==> config.mk <==
export PLATFORM = sky130hd
export DESIGN_NAME = clipped_box_pixel_shader
export DESIGN_NICKNAME = d
export VERILOG_FILES = /design/src/cbps_pkg.sv /design/src/clipped_box_pixel_shader.sv /design/src/cbps_cfg.sv /design/src/cbps_paint.sv
export VERILOG_INCLUDE_DIRS = /design/src /design/src/src
export SDC_FILE = /design/constraint.sdc
export NUM_CORES = 1
export LEC_CHECK = 0
export BUFFER_PORTS_ARGS = -buffer_cell sky130_fd_sc_hd__buf_2
export CAP_MARGIN = 20
export CELL_PAD_IN_SITES_DETAIL_PLACEMENT = 2
export CELL_PAD_IN_SITES_GLOBAL_PLACEMENT = 2
export CORE_UTILIZATION = 43
export CTS_CLUSTER_DIAMETER = 30
export DETAILED_ROUTE_END_ITERATION = 6
export GPL_TIMING_DRIVEN = 0
export PLACE_DENSITY_LB_ADDON = 0.1
export SETUP_SLACK_MARGIN = 0.3
export SLEW_MARGIN = 25
export SYNTH_ARGS = -nofsm -noshare
export SYNTH_HDL_FRONTEND = slang
export SYNTH_SLANG_ARGS = --single-unit
==> constraint.sdc <==
create_clock -name clk_i -period 8.46 [get_ports clk_i]
set_clock_uncertainty 0.1 [all_clocks]
set_input_delay 0.423 -clock clk_i [delete_from_list [all_inputs] [get_ports clk_i]]
set_output_delay 0.423 -clock clk_i [all_outputs]
set_load 0.03 [all_outputs]
==> src/clipped_box_pixel_shader_defines.svh <==
// assertion macros for the box shader
`ifndef CLIPPED_BOX_PIXEL_SHADER_DEFINES_SVH
`define CLIPPED_BOX_PIXEL_SHADER_DEFINES_SVH

// same-cycle implication, sampled on clk_i, quiet while rst_ni is low
`define CBPS_ASSERT_NOW(lbl, ante, cons, msg) \
  lbl: assert property (@(posedge clk_i) disable iff (!rst_ni) (ante) |-> (cons)) \
    else $error(msg);

// next-cycle implication
`define CBPS_ASSERT_NEXT(lbl, ante, cons, msg) \
  lbl: assert property (@(posedge clk_i) disable iff (!rst_ni) (ante) |=> (cons)) \
    else $error(msg);

`endif

==> src/cbps_pkg.sv <==
`timescale 1ns / 1ps

package cbps_pkg;

  localparam int COORD_W  = 10;
  localparam int COLOUR_W = 32;
  localparam int ADDR_W   = 20;
  localparam int POS_W    = 16;
  localparam int SPAN_W   = 15;
  localparam int CLIP_W   = 16;
  localparam int CFG_W    = 64;
  localparam int IDX_W    = 3;
  // screen dimensions up to 32767 fit in this many bits
  localparam int DIM_W    = 15;

  localparam int DEF_SCREEN_WIDTH  = 1024;
  localparam int DEF_SCREEN_HEIGHT = 1024;

  localparam logic [COLOUR_W-1:0] KEY_COLOUR   = 32'hFF00FF00;
  localparam logic [COLOUR_W-1:0] SHADE_COLOUR = 32'hFF000000;

  typedef enum logic [IDX_W-1:0] {
    REG_BOX_LEFT   = 3'd0,
    REG_BOX_TOP    = 3'd1,
    REG_SPAN_X     = 3'd2,
    REG_SPAN_Y     = 3'd3,
    REG_CLIP       = 3'd4,
    REG_FILL       = 3'd5,
    REG_EDGE       = 3'd6,
    REG_SHADE_MODE = 3'd7
  } reg_idx_e;

  typedef enum logic [1:0] {
    SHADE_OFF = 2'd0,
    SHADE_IN  = 2'd1,
    SHADE_OUT = 2'd2
  } shade_mode_e;

  typedef enum logic [1:0] {
    SRC_NONE  = 2'd0,
    SRC_FILL  = 2'd1,
    SRC_EDGE  = 2'd2,
    SRC_SHADE = 2'd3
  } src_e;

  typedef struct packed {
    logic signed [POS_W-1:0] box_left;
    logic signed [POS_W-1:0] box_top;
    logic [SPAN_W-1:0]       span_x;
    logic [SPAN_W-1:0]       span_y;
    logic [CLIP_W-1:0]       clip_h;
    logic [CLIP_W-1:0]       clip_w;
    logic [CLIP_W-1:0]       clip_y;
    logic [CLIP_W-1:0]       clip_x;
    logic [COLOUR_W-1:0]     fill_colour;
    logic [COLOUR_W-1:0]     edge_colour;
    logic [1:0]              shade_mode;
  } cfg_t;

  typedef struct packed {
    logic                we;
    logic [COLOUR_W-1:0] colour;
    logic [ADDR_W-1:0]   addr;
    src_e                src;
  } res_t;

endpackage

==> src/clipped_box_pixel_shader.sv <==
`timescale 1ns / 1ps
// channel   | valid       | stall       | payload
// ----------+-------------+-------------+------------------------------------------------
// in        | in_valid_i  | in_stall_o  | pixel_col_i, pixel_row_i
// out       | out_valid_o | out_stall_i | write_enable_o, pixel_colour_o,
//           |             |             | pixel_address_o, paint_source_o
// cfg       | cfg_we_i    | (none)      | cfg_idx_i, cfg_wdata_i
//
// one request per clock while in_stall_o is low; its result reaches the outputs through
// the pipeline (input register, shading logic, result register)
// rst_ni clears both stage valids and every configuration register to zero
// a stalled result holds in the result register; the input register keeps taking
// requests until it is full too, so in_stall_o rises only with both stages occupied

`include "clipped_box_pixel_shader_defines.svh"

module clipped_box_pixel_shader #(
  parameter int SCREEN_WIDTH  = cbps_pkg::DEF_SCREEN_WIDTH,
  parameter int SCREEN_HEIGHT = cbps_pkg::DEF_SCREEN_HEIGHT
) (
  input  logic                            clk_i,
  input  logic                            rst_ni,
  // configuration writes
  input  logic                            cfg_we_i,
  input  logic [cbps_pkg::IDX_W-1:0]      cfg_idx_i,
  input  logic [cbps_pkg::CFG_W-1:0]      cfg_wdata_i,
  // pixel requests
  input  logic                            in_valid_i,
  output logic                            in_stall_o,
  input  logic [cbps_pkg::COORD_W-1:0]    pixel_col_i,
  input  logic [cbps_pkg::COORD_W-1:0]    pixel_row_i,
  // paint results
  output logic                            out_valid_o,
  input  logic                            out_stall_i,
  output logic                            write_enable_o,
  output logic [cbps_pkg::COLOUR_W-1:0]   pixel_colour_o,
  output logic [cbps_pkg::ADDR_W-1:0]     pixel_address_o,
  output logic [1:0]                      paint_source_o
);
  import cbps_pkg::*;

  cfg_t cfg;

  // stage one: registered pixel coordinate
  logic               s1_v_q, s1_v_d;
  logic [COORD_W-1:0] col_q, row_q;
  // stage two: registered result
  logic               out_valid_q, out_valid_d;
  res_t               res_q, res_d;
  logic               en1, en2;

  cbps_cfg u_cfg (
    .clk_i       (clk_i),
    .rst_ni      (rst_ni),
    .cfg_we_i    (cfg_we_i),
    .cfg_idx_i   (cfg_idx_i),
    .cfg_wdata_i (cfg_wdata_i),
    .cfg_o       (cfg)
  );

  cbps_paint #(
    .SCREEN_WIDTH  (SCREEN_WIDTH),
    .SCREEN_HEIGHT (SCREEN_HEIGHT)
  ) u_paint (
    .col_i (col_q),
    .row_i (row_q),
    .cfg_i (cfg),
    .res_o (res_d)
  );

  // a stage moves forward when it is empty or its successor moves
  assign en2 = !out_valid_q || !out_stall_i;
  assign en1 = !s1_v_q || en2;
  assign in_stall_o = !en1;

  assign s1_v_d      = en1 ? in_valid_i : s1_v_q;
  assign out_valid_d = en2 ? s1_v_q : out_valid_q;

  always_ff @(posedge clk_i or negedge rst_ni) begin
    if (!rst_ni) begin
      s1_v_q      <= 1'b0;
      out_valid_q <= 1'b0;
    end else begin
      s1_v_q      <= s1_v_d;
      out_valid_q <= out_valid_d;
    end
  end

  // payload registers, no reset
  always_ff @(posedge clk_i) begin
    if (en1 && in_valid_i) begin
      col_q <= pixel_col_i;
      row_q <= pixel_row_i;
    end
    if (en2 && s1_v_q) begin
      res_q <= res_d;
    end
  end

  assign out_valid_o     = out_valid_q;
  assign write_enable_o  = res_q.we;
  assign pixel_colour_o  = res_q.colour;
  assign pixel_address_o = res_q.addr;
  assign paint_source_o  = res_q.src;

  `CBPS_ASSERT_NOW(a_we_matches_src, out_valid_q, res_q.we == (res_q.src != SRC_NONE), "we and source disagree")
  `CBPS_ASSERT_NOW(a_blank_colour, out_valid_q && !res_q.we, res_q.colour == '0, "unpainted pixel has colour")
  `CBPS_ASSERT_NOW(a_shade_black, out_valid_q && res_q.src == SRC_SHADE, res_q.colour == SHADE_COLOUR, "shadow not black")
  `CBPS_ASSERT_NEXT(a_take_lands, in_valid_i && !in_stall_o, s1_v_q, "accepted request lost")
  `CBPS_ASSERT_NEXT(a_full_holds, s1_v_q && out_valid_q && out_stall_i, s1_v_q && out_valid_q, "stalled pipe dropped an item")

endmodule

==> src/cbps_cfg.sv <==
`timescale 1ns / 1ps

module cbps_cfg (
  input  logic                                     clk_i,
  input  logic                                     rst_ni,
  input  logic                                     cfg_we_i,
  input  logic [cbps_pkg::IDX_W-1:0]               cfg_idx_i,
  input  logic [cbps_pkg::CFG_W-1:0]               cfg_wdata_i,
  output cbps_pkg::cfg_t                           cfg_o
);
  import cbps_pkg::*;

  cfg_t cfg_q, cfg_d;

  always_comb begin
    cfg_d = cfg_q;
    if (cfg_we_i) begin
      unique case (reg_idx_e'(cfg_idx_i))
        REG_BOX_LEFT:   cfg_d.box_left    = $signed(cfg_wdata_i[POS_W-1:0]);
        REG_BOX_TOP:    cfg_d.box_top     = $signed(cfg_wdata_i[POS_W-1:0]);
        REG_SPAN_X:     cfg_d.span_x      = cfg_wdata_i[SPAN_W-1:0];
        REG_SPAN_Y:     cfg_d.span_y      = cfg_wdata_i[SPAN_W-1:0];
        REG_CLIP: begin
          cfg_d.clip_x = cfg_wdata_i[CLIP_W-1:0];
          cfg_d.clip_y = cfg_wdata_i[2*CLIP_W-1:CLIP_W];
          cfg_d.clip_w = cfg_wdata_i[3*CLIP_W-1:2*CLIP_W];
          cfg_d.clip_h = cfg_wdata_i[4*CLIP_W-1:3*CLIP_W];
        end
        REG_FILL:       cfg_d.fill_colour = cfg_wdata_i[COLOUR_W-1:0];
        REG_EDGE:       cfg_d.edge_colour = cfg_wdata_i[COLOUR_W-1:0];
        REG_SHADE_MODE: cfg_d.shade_mode  = cfg_wdata_i[1:0];
        default: ;
      endcase
    end
  end

  always_ff @(posedge clk_i or negedge rst_ni) begin
    if (!rst_ni) begin
      cfg_q <= '0;
    end else begin
      cfg_q <= cfg_d;
    end
  end

  assign cfg_o = cfg_q;

endmodule

==> src/cbps_paint.sv <==
`timescale 1ns / 1ps

module cbps_paint #(
  parameter int SCREEN_WIDTH  = cbps_pkg::DEF_SCREEN_WIDTH,
  parameter int SCREEN_HEIGHT = cbps_pkg::DEF_SCREEN_HEIGHT
) (
  input  logic [cbps_pkg::COORD_W-1:0] col_i,
  input  logic [cbps_pkg::COORD_W-1:0] row_i,
  input  cbps_pkg::cfg_t               cfg_i,
  output cbps_pkg::res_t               res_o
);
  import cbps_pkg::*;

  // offsets from the box origin; room for coordinate minus a signed 16-bit position
  localparam int OFS_W  = POS_W + 3;
  localparam int PROD_W = COORD_W + DIM_W + 1;
  localparam int CSUM_W = CLIP_W + 1;

  logic signed [OFS_W-1:0] dx, dy, wd, hd, wm1, hm1;
  logic [CSUM_W-1:0]       clip_xe, clip_ye;
  logic                    vis;
  logic                    in_x, in_y, x_lo, x_hi, y_lo, y_hi, inner_x, inner_y;
  logic                    fill_hit, edge_hit, shade_hit;
  logic [PROD_W-1:0]       addr_full;

  always_comb begin
    dx  = $signed({{(OFS_W-COORD_W){1'b0}}, col_i})
        - $signed({{(OFS_W-POS_W){cfg_i.box_left[POS_W-1]}}, cfg_i.box_left});
    dy  = $signed({{(OFS_W-COORD_W){1'b0}}, row_i})
        - $signed({{(OFS_W-POS_W){cfg_i.box_top[POS_W-1]}}, cfg_i.box_top});
    wd  = $signed({{(OFS_W-SPAN_W){1'b0}}, cfg_i.span_x});
    hd  = $signed({{(OFS_W-SPAN_W){1'b0}}, cfg_i.span_y});
    wm1 = wd - OFS_W'(1);
    hm1 = hd - OFS_W'(1);

    clip_xe = {1'b0, cfg_i.clip_x} + {1'b0, cfg_i.clip_w};
    clip_ye = {1'b0, cfg_i.clip_y} + {1'b0, cfg_i.clip_h};

    vis = ({{(DIM_W-COORD_W){1'b0}}, col_i} < DIM_W'(SCREEN_WIDTH))
       && ({{(DIM_W-COORD_W){1'b0}}, row_i} < DIM_W'(SCREEN_HEIGHT))
       && ({{(CLIP_W-COORD_W){1'b0}}, col_i} >= cfg_i.clip_x)
       && ({{(CSUM_W-COORD_W){1'b0}}, col_i} < clip_xe)
       && ({{(CLIP_W-COORD_W){1'b0}}, row_i} >= cfg_i.clip_y)
       && ({{(CSUM_W-COORD_W){1'b0}}, row_i} < clip_ye);

    in_x    = (dx >= 0) && (dx < wd);
    in_y    = (dy >= 0) && (dy < hd);
    x_lo    = (dx == 0);
    y_lo    = (dy == 0);
    x_hi    = (dx == wm1);
    y_hi    = (dy == hm1);
    inner_x = (dx >= OFS_W'(1)) && (dx < wm1);
    inner_y = (dy >= OFS_W'(1)) && (dy < hm1);

    fill_hit = (cfg_i.fill_colour != KEY_COLOUR) && in_x && in_y
            && !((x_lo || x_hi) && (y_lo || y_hi));
    edge_hit = (cfg_i.edge_colour != KEY_COLOUR)
            && (((y_lo || y_hi) && inner_x) || ((x_lo || x_hi) && inner_y));

    case (cfg_i.shade_mode)
      SHADE_IN: begin
        // column just right of the box, row just below it, and the box's bottom-right corner pixel
        shade_hit = ((dx == wd) && (dy >= OFS_W'(2)) && (dy < hd))
                 || ((dy == hd) && (dx >= OFS_W'(2)) && (dx < wd))
                 || (x_hi && y_hi);
      end
      SHADE_OUT: begin
        shade_hit = ((dy == OFS_W'(1)) && inner_x)
                 || ((dx == OFS_W'(1)) && (dy >= OFS_W'(2)) && (dy < hm1));
      end
      default: shade_hit = 1'b0;
    endcase

    addr_full = PROD_W'(row_i) * PROD_W'(SCREEN_WIDTH) + PROD_W'(col_i);

    res_o.addr = addr_full[ADDR_W-1:0];
    if (vis && shade_hit) begin
      res_o.src    = SRC_SHADE;
      res_o.colour = SHADE_COLOUR;
    end else if (vis && edge_hit) begin
      res_o.src    = SRC_EDGE;
      res_o.colour = cfg_i.edge_colour;
    end else if (vis && fill_hit) begin
      res_o.src    = SRC_FILL;
      res_o.colour = cfg_i.fill_colour;
    end else begin
      res_o.src    = SRC_NONE;
      res_o.colour = '0;
    end
    res_o.we = (res_o.src != SRC_NONE);
  end

endmodule
==> results of run 1 <==
## critical path: stages (launching register included)
cell and delay (ps):
edfxtp_1 580, ha_1 480, o21ai_0 560, o21ba_2 230, buf_2 230, a21oi_1 120, xnor2_1 500, ha_1 370
nand4_1 120, nor2_1 110, o21ai_0 170, o2111ai_1 220, a21oi_1 350, nand3_1 160, a21oi_1 580, clkbuf_1 560
buf_1 490, nand4_1 180, a21oi_1 360
## layer usage
layer / global-route usage [%] / vias to the layer above / wire length [um]
li1: - / 6329 / -
met1: 47.9 / 7963 / 30700
met2: 73.6 / 873 / 40800
met3: 9.11 / 384 / 5550
met4: 29.5 / 4 / 5860
met5: 0 / - / 30
## layout make-up
| cell class | instances | area [um^2] |
|---|---|---|
| Fill cell | 3626 | 16500 |
| Clock buffer | 89 | 1960 |
| Clock inverter | 45 | 611 |
| Antenna cell | 3 | 7.51 |
| Sequential cell | 269 | 7110 |
| Buffer | 54 | 256 |
| Timing Repair Buffer | 209 | 1460 |
| Inverter | 106 | 398 |
| Tap cell | 511 | 639 |
| Multi-Input combinational cell | 1129 | 8790 |
## logic make-up (layout without fill, tap and decap cells)
logic type / Yosys count / after routing
compound gates: 335 / 335
xor+xnor: 61 / 61
fa+ha+maj: 158 / 158
buf+inv: 160 / 503
flops: 269 / 269
mux: 160 / 160
other cells: 0 / 3
simple gates: 415 / 415
## state kept, by name, indices dropped and copies added, names as in the netlist
name and count:
u_cfg.cfg_o 192, pixel_colour_o 32, pixel_address_o 20, col_q 10
row_q 10, paint_source_o 2, out_valid_o 1, s1_v_q 1
write_enable_o 1
## layout by cell type (no fill, tap or decap), types with 6 or more instances in the layout
| cell | n |
|---|---|
| dfrtp_1 | 194 |
| buf_2 | 153 |
| ha_1 | 152 |
| mux2_2 | 140 |
| nand2_1 | 119 |
| inv_1 | 106 |
| o21ai_0 | 105 |
| edfxtp_1 | 75 |
| clkbuf_16 | 74 |
| a21oi_1 | 68 |
| dlygate4sd3_1 | 58 |
| nor2_1 | 55 |
| clkbuf_1 | 47 |
| xnor2_1 | 46 |
| nand4_1 | 42 |
| a21o_1 | 41 |
| nor3_1 | 32 |
| nand3_1 | 21 |
| and2_1 | 20 |
| mux2i_1 | 20 |
| nor4_1 | 19 |
| nor2b_1 | 17 |
| nand2b_1 | 17 |
| xor2_1 | 15 |
| o21a_1 | 14 |
| nor3b_1 | 12 |
| bufinv_16 | 12 |
| clkinv_2 | 12 |
| a211oi_1 | 11 |
| and3_1 | 8 |
| clkinvlp_4 | 8 |
| o211ai_1 | 7 |
| o2111ai_1 | 6 |
| nand4b_1 | 6 |
## report_power, final
group	internal [W]	switching (W)	leakage, nW	total, W
clock network	0.00202	0.00104	1.24	0.00306
registers	0.00157	0.000263	3.07	0.00183
logic	0.000899	0.00145	5.11	0.00235
total	0.00449	0.00276	9.42	0.00725
## through the flow
stage,cells,hold WS [ps]
floorplan,1558,27.4
global placement,2214,335
detailed placement,2220,359
CTS,2412,2.60
global route,2412,11.6
finish,2415,12.1
## worst max-delay path by stage
stage	endpoint	slack, ps
floorplan	paint_source_o[0]$_DFFE_PP_	3240
CTS	pixel_colour_o[21]$_SDFFCE_PP0P_	2180
global route	pixel_colour_o[23]$_SDFFCE_PP0P_	1530
global placement	pixel_address_o[10]$_DFFE_PP_	990
detailed placement	pixel_colour_o[21]$_SDFFCE_PP0P_	2460
finish	pixel_colour_o[21]$_SDFFCE_PP0P_	1750
==> reports/qor.csv, run 1 <==
stage;metric;value;unit
run_status;status;finished, final reports clean;
pwr;ir_worst_vdd;0.218;mV
route;drc_errors;0;
floorplan;dieArea;0.0392;mm^2
pwr;power;0.00725;W
synth;netlist_area;0.0165;mm^2
critical_path;r2r_end;pixel_colour_o[21]$_SDFFCE_PP0P_;
sta;rsz0062_at_grt;no;
synth;ys_async_sr_fraction;72.1;%
cts;cts.sinks;269;
placed_design;dpl_cell_area;0.0181;mm^2
cts;cts.path.max_buffers;3;
synth;yosys.area_share.xor_xnor;3.23;%
cts;clk_pin_slew;50;ps
synth;synth_most_common_cell;dfrtp_1;
critical_path;cp_max_fo;10;
placed_design;hpwl;43.1;mm
synth;synth_top_area_share;29.4;%
global_routing;antenna_found_initial;5;
worst_hold_path;worstHoldPathCells;2;
sta;timing.final.ws_setup;1750;ps
cells_and_area;final_area;0.0212;mm^2
pwr;p_leak;9.42;nW
global_routing;grt_usage;43.0;%
synth;ys_warn_count;0;
floorplan;std_cell_rows;71;
route;dr.first_iter.drc_count;1094;
sta;maxSlewViolCount;0;
critical_path;crit_arrival;6990;ps
sta;layout_min_cycle_time;6710;ps
sta;fmax;0.149;GHz
run;max_cap_violations;0;
floorplan;start_util;43.8;%
cells_and_area;syn_to_final_growth;28.4;%
floorplan;ioPinCount;149;
placed_design;io_buffers;145;
cts;cts_buffers;72;
pwr;cellPowerDensity;341;mW/mm^2
sta;relSlewSlack;26.0;%
synth;ys.flop_type;dfrtp_1;
cts;cts_hold_buf;58;
synth;synth_top_family_by_area;simple AND/OR/NAND/NOR gates;
synth;syn_avg_cell_area;10.6;um^2
critical_path;cp-startpoint;row_q[8]$_DFFE_PP_;
synth;yosysTopAreaCell;dfrtp_1;
worst_hold_path;min_path_type;input port to register;
cts;cts_tree;done;
critical_path;critPathRequiredTime;8750;ps
worst_hold_path;whs_endpoint;out_valid_o$_DFFE_PN0P_;
cells_and_area;fin_nets;2089;
route;drt-total-wl;82.9;mm
synth;synthAdderAreaFrac;12.1;%
cts;clk_latency;630;ps
global_routing;grt_overflow;0;
critical_path;worstSetupEndpointType;register;
critical_path;startpoint_type;register;
cts;root_buffer;clkbuf_16;
route;drt-vias-per-instance;6.44;
synth;synth.area.mux_share;10.8;%
global_routing;grt_max_degree;78;
cells_and_area;drive_gt1_share;24.4;%
critical_path;rr_worst_depth;18;
synth;synth_area_leaders;dfrtp_1 29%, edfxtp_1 14%, ha_1 12%;
route;avgRoutedWirePerCell;34.3;um
route;firstDrtPassIters;5;
sta;hold_violations;0;
cts;cts_setup_buffers;0;
synth;synth_nets;1806;
sta;setup_tns;0;ps
cts;postCtsResizedCells;0;
global_routing;grt_pass1_vias;18000;
synth;synth-edff-count;75;
floorplan;die_width;198;um
route;ant_nets;0;
route;num_vias;15600;
synth;synth_compound_area_share;13.4;%
synth;synth-simple-area-share;13.5;%
critical_path;r2r_start;row_q[8]$_DFFE_PP_;
cells_and_area;final_util;56.2;%
critical_path;crit_type;register to register;
sta;worst_pin_slew;1100;ps
placed_design;dp_slack;2460;ps
sta;setup_viol_count_final;0;
synth;ys_seq_area_share;43.0;%
synth;synth.distinct_cells;92;
floorplan;die_h;198;um
floorplan;core;0.0378;mm^2
cts;cts_max_level;3;
placed_design;globalplace.congestion;0.881;
synth;yosys-top-cells-count;194 x dfrtp_1, 152 x ha_1, 140 x mux2_2;
global_routing;grt_pass1_wl;122;mm
worst_hold_path;hold_start;out_stall_i;
synth;postSynthCellCount;1558;
sta;final.period_utilization;79.3;%
critical_path;reg2reg_slack;1750;ps
synth;synth_seq_cells;269;
Power figures use the tool's default switching activity.
==> run 2: changes to the inputs <==
--- a/config.mk
+++ b/config.mk
@@ -10,7 +10,7 @@
 export CAP_MARGIN = 20
 export CELL_PAD_IN_SITES_DETAIL_PLACEMENT = 2
 export CELL_PAD_IN_SITES_GLOBAL_PLACEMENT = 2
-export CORE_UTILIZATION = 43
+export CORE_UTILIZATION = 40
 export CTS_CLUSTER_DIAMETER = 30
 export DETAILED_ROUTE_END_ITERATION = 6
 export GPL_TIMING_DRIVEN = 0
==> constraint.sdc (replaced) <==
create_clock -name clk_i -period 6.9 [get_ports clk_i]
set_clock_uncertainty 0.1 [all_clocks]
set_input_delay 0.345 -clock clk_i [delete_from_list [all_inputs] [get_ports clk_i]]
set_output_delay 0.345 -clock clk_i [all_outputs]
set_load 0.03 [all_outputs]
==> run 2 against run 1 <==
Non-clock buffer count grew 14. Combinational power increased by 11%. Flip-flop and latch count stayed put. Critical endpoint is now pixel_colour_o[7]$_SDFFCE_PP0P_. Worst hold slack better by 31 ps. Highest routed layer is now met4. Count of clock-buffer cells in the layout grew 2. Via count decreased by 6.8%. Final cell count grew 1.9%.
==> reports/qor.csv, run 2 (synthesis results as in run 1) <==
stage;metric;value;unit
sta;worst_pin_slew;1030;ps
global_routing;busiest_layer;met2;
placed_design;globalplace.congestion;0.839;
cells_and_area;stdcell_count;2461;
sta;layout_min_cycle_time;6290;ps
critical_path;worstSetupEndpointType;register;
global_routing;antenna_found_initial;1;
cells_and_area;final-seq-area;0.00711;mm^2
cts;cts.sinks;269;
floorplan;core;0.0408;mm^2
cells_and_area;final_cell_mix;194 x dfrtp_1, 153 x buf_2, 152 x ha_1, 140 x mux2_2, 119 x nand2_1;
route;avgRoutedWirePerCell;29.0;um
run_status;status;finished, final reports clean;
sta;rsz0062_at_grt;no;
route;ant_nets;0;
floorplan;die_h;205;um
floorplan;die_width;205;um
cells_and_area;final_common_cell;dfrtp_1;
cells_and_area;fin_nets;2110;
cells_and_area;diodes;0;
placed_design;io_buffers;145;
global_routing;grt_pass1_wl;107;mm
placed_design;dpl_cell_area;0.0181;mm^2
pwr;ir_worst_vdd;0.283;mV
pwr;cellPowerDensity;403;mW/mm^2
placed_design;hpwl;41.8;mm
run;max_cap_violations;0;
placed_design;dp.cells;2241;
critical_path;max_stage_delay;510;ps
sta;hold_violations;0;
sta;setup_viol_count_final;0;
placed_design;dp_slack;1030;ps
cts;cts_max_level;3;
critical_path;crit_path_frequent_cell;a21oi_1;
cells_and_area;final_util;52.8;%
sta;maxSlewViolCount;0;
cells_and_area;multi_input_area;0.00879;mm^2
worst_hold_path;min_path_type;input port to register;
sta;relSlewSlack;29.7;%
pwr;p_leak;9.56;nW
global_routing;grt_use_met2;60.6;%
sta;final.period_utilization;91.2;%
cts;clk_latency;620;ps
cts;cts_buffers;79;
cts;cts_tree;done;
floorplan;start_util;40.5;%
critical_path;crit_arrival;6570;ps
global_routing;grt_usage;34.8;%
cts;cts.path.max_buffers;3;
cts;clk_pin_slew;50;ps
route;num_vias;14500;
critical_path;startpoint_type;register;
cells_and_area;drive_gt1_share;25.0;%
route;drt-vias-per-instance;5.89;
route;drt-total-wl;71.4;mm
global_routing;grt_pass1_vias;16800;
floorplan;dieArea;0.0421;mm^2
global_routing;grt.met1_usage;39.8;%
floorplan;std_cell_rows;74;
sta;setup_tns;0;ps
global_routing;grt_overflow;0;
cells_and_area;largest_register_ffs;192;
cells_and_area;fillers;3945;
sta;fmax;0.159;GHz
critical_path;cp_max_fo;10;
critical_path;cp_slowest_cell;clkbuf_1;
cts;root_buffer;clkbuf_16;
route;firstDrtPassIters;4;
critical_path;critPathRequiredTime;7180;ps
floorplan;ioPinCount;149;
route;drc_errors;0;
cells_and_area;syn_to_final_growth;30.5;%
global_routing;grt_util_met3;7.35;%
sta;timing.final.ws_setup;605;ps
global_routing;grt_max_degree;83;
critical_path;path_cells;ha_1 > fa_1 > a21o_1 > a21oi_1 > o21ai_0 > a21oi_1 > xor2_1 > ha_1 > a21oi_1 > nor2b_1 > o21ai_0 > nand2b_1 > a221oi_1 > nor4_1 > o211ai_1 > o311a_1 > and2_1 > clkbuf_1 > clkbuf_1 > nand4_1 > a21oi_1;
cts;cts_setup_buffers;0;
critical_path;crit_type;register to register;
cells_and_area;final_area;0.0216;mm^2
route;dr.first_iter.drc_count;754;
==> run 2: changes by cell type in the layout (fill, tap and decap cells not counted), moves of 3 or more <==
cell           before  now
clkbuf_1           47   43
clkinv_8            2    5
clkinv_2           12   17
clkbuf_16          74   80
diode_2             3    0
dlygate4sd3_1      58   72
clkinvlp_4          8   12
clkinv_4            5    8
==> run 2: metal layers <==
metal	share of wire (%)	wire [um]
met5	0	0
met1	39	27900
met3	5.1	3630
met2	50	35700
met4	5.7	4050
==> run 2: cell type report <==
class / instances / share of cell area (%)
clock inverter: 57 / 3.06
multi-input combinational: 1129 / 40.7
clock buffer: 91 / 9.70
tap: 532 / 3.09
timing repair buffer: 223 / 7.43
inverter: 106 / 1.84
sequential: 269 / 32.9
buffer: 54 / 1.19
==> run 2: final timing paths <==
kind | start | end | slack [ps] | depth (start not counted)
max reg2reg | u_cfg.cfg_o[82]$_DFFE_PN0P_ | pixel_colour_o[7]$_SDFFCE_PP0P_ | 610 | 21
max in group asynchronous | rst_ni | u_cfg.cfg_o[76]$_DFFE_PN0P_ | 5380 | 4
min in group asynchronous | rst_ni | u_cfg.cfg_o[166]$_DFFE_PN0P_ | 180 | 2
min reg2reg | col_q[0]$_DFFE_PP_ | pixel_address_o[0]$_DFFE_PP_ | 350 | 0
max | u_cfg.cfg_o[82]$_DFFE_PN0P_ | pixel_colour_o[7]$_SDFFCE_PP0P_ | 610 | 21
min | cfg_wdata_i[15] | u_cfg.cfg_o[191]$_DFFE_PN0P_ | 40 | 2
==> run 2: timing repair <==
action / 4_1_cts / 5_1_grt
resized for setup: 0 / 0
hold buffers: 72 / 0
hold endpoints to repair: 160 / 0
==> run 2: critical path: cells and delay by family (launching register included) <==
family	cells	cell delay [ps]
AO/OA/AOI/OAI	10	2810
adder cells (fa/ha/maj)	3	930
buffers and inverters	2	900
AND/OR/NAND/NOR	5	730
flip-flops	1	420
XOR/XNOR	1	180
==> run 2: power breakdown <==
part	switching, W	total [W]	internal (W)
clock	0.00130	0.00386	0.00256
sequential	0.000293	0.00222	0.00193
combinational	0.00155	0.00262	0.00107
==> run 2: per-stage QoR <==
stage	total power (W)	hold WS (ps)
2_1_floorplan	0.00381	-50.6
3_3_place_gp	0.00438	330
3_5_place_dp	0.00457	230
4_1_cts	0.00856	9.68
5_1_grt	0.00907	22.3
6_report	0.00870	42.9
